==> config.mk <==
export PLATFORM = sky130hd
export DESIGN_NAME = ccp_fifo
export DESIGN_NICKNAME = d
export VERILOG_FILES = /design/src/ccp_pkg.sv /design/src/ccp_fifo.sv
export VERILOG_INCLUDE_DIRS = /design/src /design/src/src
export SDC_FILE = /design/constraint.sdc
export NUM_CORES = 1
export LEC_CHECK = 0
export BUFFER_PORTS_ARGS = -buffer_cell sky130_fd_sc_hd__buf_2
export CAP_MARGIN = 5
export CORE_AREA = 2 2 151 263
export CTS_BUF_LIST = sky130_fd_sc_hd__clkbuf_8
export DETAILED_ROUTE_END_ITERATION = 10
export DIE_AREA = 0 0 153 265
export PLACE_DENSITY_LB_ADDON = 0.05
export SLEW_MARGIN = 20
export SYNTH_ARGS = -nofsm -noshare
export SYNTH_HDL_FRONTEND = slang
export SYNTH_SLANG_ARGS = --single-unit
==> constraint.sdc <==
create_clock -name clk -period 7.8 [get_ports clk]
set_input_delay 0.78 -clock clk [delete_from_list [all_inputs] [get_ports clk]]
set_output_delay 0.78 -clock clk [all_outputs]
set_load 0.03 [all_outputs]
==> src/circle_pair_contact_core_assert.svh <==
// Assertion macros for the circle pair contact RTL.
// Uses clk and rst_n from the including module's scope.
`ifndef CIRCLE_PAIR_CONTACT_CORE_ASSERT_SVH
`define CIRCLE_PAIR_CONTACT_CORE_ASSERT_SVH

// same-cycle implication
`define CCP_ASSERT_SAME(lbl, ante, cons, msg) \
  lbl: assert property (@(posedge clk) disable iff (!rst_n) (ante) |-> (cons)) \
    else $error(msg);

// next-cycle implication
`define CCP_ASSERT_NEXT(lbl, ante, cons, msg) \
  lbl: assert property (@(posedge clk) disable iff (!rst_n) (ante) |=> (cons)) \
    else $error(msg);

`endif

==> src/ccp_pkg.sv <==
// Package for the circle pair contact core: widths, constants and types.
// No dependencies; used by every module of the block.
package ccp_pkg;

  localparam int IN_W     = 240;
  localparam int OUT_W    = 104;
  localparam int F_W      = 24;
  localparam int D_W      = 26;
  localparam int R_W      = 24;
  localparam int SQ_W     = 51;
  localparam int RT_IN_W  = 62;
  localparam int RT_W     = 31;
  localparam int NUM_W    = 48;
  localparam int Q_W      = 17;
  localparam int N_W      = 16;
  localparam int P_W      = 41;
  localparam int QD       = 4;
  localparam int QA_W     = 2;
  localparam int QC_W     = 3;

  localparam logic [Q_W-1:0] ONE_Q14 = Q_W'(16384);
  localparam logic [25:0]    FIX_MAX = 26'd8388607;

  typedef struct packed {
    logic                    hit;
    logic                    zero;
    logic signed [D_W-1:0]   dx;
    logic signed [D_W-1:0]   dy;
    logic [R_W-1:0]          rsum;
    logic [NUM_W-1:0]        d2;
  } ccp_item_t;

  typedef struct packed {
    logic                    hit;
    logic                    zero;
    logic                    neg_x;
    logic                    neg_y;
    logic [D_W-1:0]          mx;
    logic [D_W-1:0]          my;
    logic [R_W-1:0]          rsum;
  } ccp_side_t;

  typedef struct packed {
    logic full;
    logic empty;
  } ccp_q_stat_t;

  function automatic logic signed [D_W-1:0] sx(input logic [F_W-1:0] v);
    sx = {{(D_W-F_W){v[F_W-1]}}, v};
  endfunction

endpackage

==> src/ccp_fifo.sv <==
// Short queue between front and back ends.
// Depends on ccp_pkg and the assertion macro header.
module ccp_fifo (
  input  logic                 clk,
  input  logic                 rst_n,
  input  logic                 push,
  input  ccp_pkg::ccp_item_t   wr_item,
  input  logic                 pop,
  output ccp_pkg::ccp_item_t   rd_item,
  output ccp_pkg::ccp_q_stat_t stat
);
  import ccp_pkg::*;
  `include "circle_pair_contact_core_assert.svh"

  ccp_item_t       mem_r [0:QD-1];
  logic [QA_W-1:0] wr_ptr_r, rd_ptr_r;
  logic [QC_W-1:0] cnt_r;

  assign stat.full  = cnt_r == QC_W'(QD);
  assign stat.empty = cnt_r == '0;
  assign rd_item    = mem_r[rd_ptr_r];

  always_ff @(posedge clk) begin
    if (!rst_n) begin
      wr_ptr_r <= '0;
      rd_ptr_r <= '0;
      cnt_r    <= '0;
    end else begin
      if (push) wr_ptr_r <= wr_ptr_r + QA_W'(1);
      if (pop)  rd_ptr_r <= rd_ptr_r + QA_W'(1);
      if (push && !pop) cnt_r <= cnt_r + QC_W'(1);
      else if (pop && !push) cnt_r <= cnt_r - QC_W'(1);
    end
  end

  always_ff @(posedge clk) begin
    if (push) mem_r[wr_ptr_r] <= wr_item;
  end

  `CCP_ASSERT_SAME(a_cnt_range, 1'b1, cnt_r <= QC_W'(QD), "queue count beyond depth")
  `CCP_ASSERT_SAME(a_ptr_gap, 1'b1, (wr_ptr_r - rd_ptr_r) == cnt_r[QA_W-1:0], "pointer gap")
  `CCP_ASSERT_NEXT(a_cnt_up, push && !pop, cnt_r == $past(cnt_r) + QC_W'(1), "count not raised")

endmodule

==> flow_metrics.env <==
export IMPL_pwr_density_cell_mw_per_mm2=270.1
export IMPL_ir_worst_vdd_mv=0.2163
export IMPL_rr_endpoint="mem_r[3][99]"
export IMPL_regToRegSetupSlack_ns=4.88
export IMPL_p_leak_nw=7.315
export IMPL_cts_buffers=72
export IMPL_hold_start="wr_item[55]"
export IMPL_tritoncts="done"
export IMPL_fp_coreArea_mm2=0.03839
export IMPL_die_w_um=153
export IMPL_worstHoldPathType="input port to flip-flop"
export IMPL_num_nets_final=1148
export IMPL_post_cts_resized=0
export IMPL_worstPathArrival_ns=3.20
export IMPL_place_ws_ns=4.345
export IMPL_reg2reg_from="wr_ptr_r[0]"
export IMPL_avgSynthCellArea_um2=26.52
export IMPL_setup_slack_ns=3.816
export IMPL_ctsHoldBuffers=0
export IMPL_critPathLaunchType="flip-flop"
export IMPL_fin_crit_sh_pct=51.08
export IMPL_cts_setup_buffers=0
export IMPL_area_growth_pct=16.94
export IMPL_netlist_area_mm2=0.01859
export IMPL_hold_depth=1
export IMPL_final_setup_viol_count=0
export IMPL_critical_path_max_fanout=69
export IMPL_clk_path_buf_depth=3
export IMPL_ys_ff_latch=513
export IMPL_drtPass1Iterations=4
export IMPL_crit_path_end_kind="output port"
export IMPL_antenna_found_initial=10
export IMPL_io_buffer_count=257
export IMPL_grtUsageTotal_pct=18.60
export IMPL_finish_utilization_pct=56.63
export IMPL_grt_overflow=0
export IMPL_required_ns=7.02
export IMPL_fmax_mhz=251.0
export IMPL_min_to="mem_r[3][55]"
export IMPL_dieArea_mm2=0.04055
export IMPL_gp_congestion=0.7329
export IMPL_dp_cells=1423
export IMPL_vias=8423
export IMPL_synth_cell_type_count=21
export IMPL_root_buffer="clkbuf_8"
export IMPL_max_slew_margin_rel_pct=23.66
export IMPL_stdcell_area_mm2=0.02174
export IMPL_worstSetupPathType="flip-flop to output port"
export IMPL_dp_hpwl_mm=22.13
export IMPL_core_rowCount=95
export IMPL_drc=0
export IMPL_ys_warn_count=0
export IMPL_grt_pass1_wl_mm=56.16
export IMPL_maxCapViolCount=0
export IMPL_ios=258
export IMPL_initial_core_util_pct=48.43
export IMPL_rsz0062_at_grt="no"
export IMPL_fin_crit_ns=3.984
export IMPL_reg2reg_depth=4
export IMPL_wl_mm=36.88
export IMPL_p_total_mw=5.873
export IMPL_skew_ns=0.01118
export IMPL_htreeDepth=3
export IMPL_netlist_instances=701
export IMPL_clock_sinks=513
export IMPL_hold_ws_ns=0.3905
export IMPL_drv_slew=0
export IMPL_setup_tns_ns=0
export IMPL_worstMarginPinSlew_ns=1.145
export IMPL_status="completed"
export IMPL_drtAntennaViolNets=0
export IMPL_syn_nets=837
export IMPL_dieHeight_um=265
export IMPL_clk_latency_ns=0.60
export IMPL_finalHoldViolCount=0
export IMPL_final_cells=1552
export IMPL_place_area_mm2=0.02040
export IMPL_drt_initial_drc_count=491
export IMPL_clk_pin_slew_ns=0.06
export IMPL_grt_max_degree=116
export IMPL_grt_pass1_vias=9436
export IMPL_via_per_inst=5.427
export IMPL_wl_per_cell_um=23.76
export IMPL_drive_above_1_share_pct=46.47
export IMPL_yosysSeqAreaShare_pct=82.37
==> how the worst max path moves through the flow <==
stage / cells past startpoint / to / startpoint / slack (ns)
final: 3 / rd_item[37] / flip-flop / 3.82
after global routing: 3 / rd_item[37] / flip-flop / 3.64
after CTS: 3 / rd_item[54] / flip-flop / 3.68
after detailed placement: 3 / rd_item[54] / flip-flop / 4.34
after global placement: 3 / rd_item[54] / flip-flop / 4.37
after floorplan: 1 / mem_r[0][0] / push / 3.63
==> sequential cells by signal (all words and copies together), names as in the netlist, named ones only <==
name and flops:
rd_ptr_r 2, cnt_r 3, wr_ptr_r 2, mem_r 504
==> layout make-up <==
cell class                      instances  area [um2]
Tap cell                              485       606.8
Clock buffer                           75        1032
Sequential cell                       513       15320
Inverter                                4       15.01
Multi-Input combinational cell        156        3098
Antenna cell                            6       15.01
Fill cell                            2914       16650
Timing Repair Buffer                  265        1359
Clock inverter                         48       294.0
==> cell usage in the layout (no fill, tap or decap), types with 2 or more instances in the layout <==
cell type | netlist | final
edfxtp_1 | 504 | 504
buf_2 | 14 | 257
mux4_2 | 126 | 126
clkbuf_8 | 0 | 75
inv_1 | 4 | 18
clkinv_2 | 0 | 13
clkinv_1 | 0 | 13
dfxtp_1 | 9 | 7
buf_4 | 2 | 7
diode_2 | 0 | 6
and2_1 | 9 | 5
ha_1 | 5 | 5
clkinvlp_4 | 0 | 5
and2_4 | 0 | 4
xor2_1 | 3 | 3
bufinv_16 | 0 | 3
xnor2_1 | 2 | 2
mux2i_1 | 2 | 2
nor2b_1 | 2 | 2
dfxtp_4 | 0 | 2
==> cells by family after synthesis <==
| logic type | synth area share (%) |
|---|---|
| adder cells (fa/ha/maj) | 0.4441 |
| buffers and inverters | 1.023 |
| AND/OR/NAND/NOR | 0.4912 |
| AO/OA/AOI/OAI | 0.06728 |
| multiplexers | 15.37 |
| XOR/XNOR | 0.2356 |
| flip-flops | 82.37 |
==> worst max-delay path, cell delays in order, from the launching register on <==
cell and delay (ns):
dfxtp_4 0.93, buf_4 0.93, mux4_2 0.44, buf_2 0.20
==> cell usage after synthesis (all sizes together) <==
master	n	share of area [%]
and2	9	0.30
nand2	1	0.020
edfxtp	504	81
inv	4	0.081
nor3b	1	0.040
clkbuf	6	0.12
nor2b	2	0.067
nor3	1	0.027
ha	5	0.34
or3	1	0.034
mux4	126	15
dfxtp	9	0.97
fa	1	0.11
xor2	3	0.14
a21boi	1	0.040
xnor2	2	0.094
o21ai	1	0.027
mux2i	2	0.11
buf	22	0.82
==> where the power goes <==
| part | switching [mW] | internal [mW] |
|---|---|---|
| logic | 0.464 | 0.255 |
| clock network | 0.948 | 0.993 |
| registers | 0.0436 | 3.17 |
| total | 1.46 | 4.42 |
==> per-layer routing <==
| layer | GRT usage, % | routed length, um | up-vias |
|---|---|---|---|
| li1 | - | - | 3656 |
| met1 | 21.56 | 13270 | 4421 |
| met2 | 32.41 | 19990 | 260 |
| met3 | 5.509 | 2497 | 78 |
| met4 | 7.683 | 1069 | 8 |
| met5 | 0 | 52 | - |
Note: power is estimated with default switching activity, not from simulation.
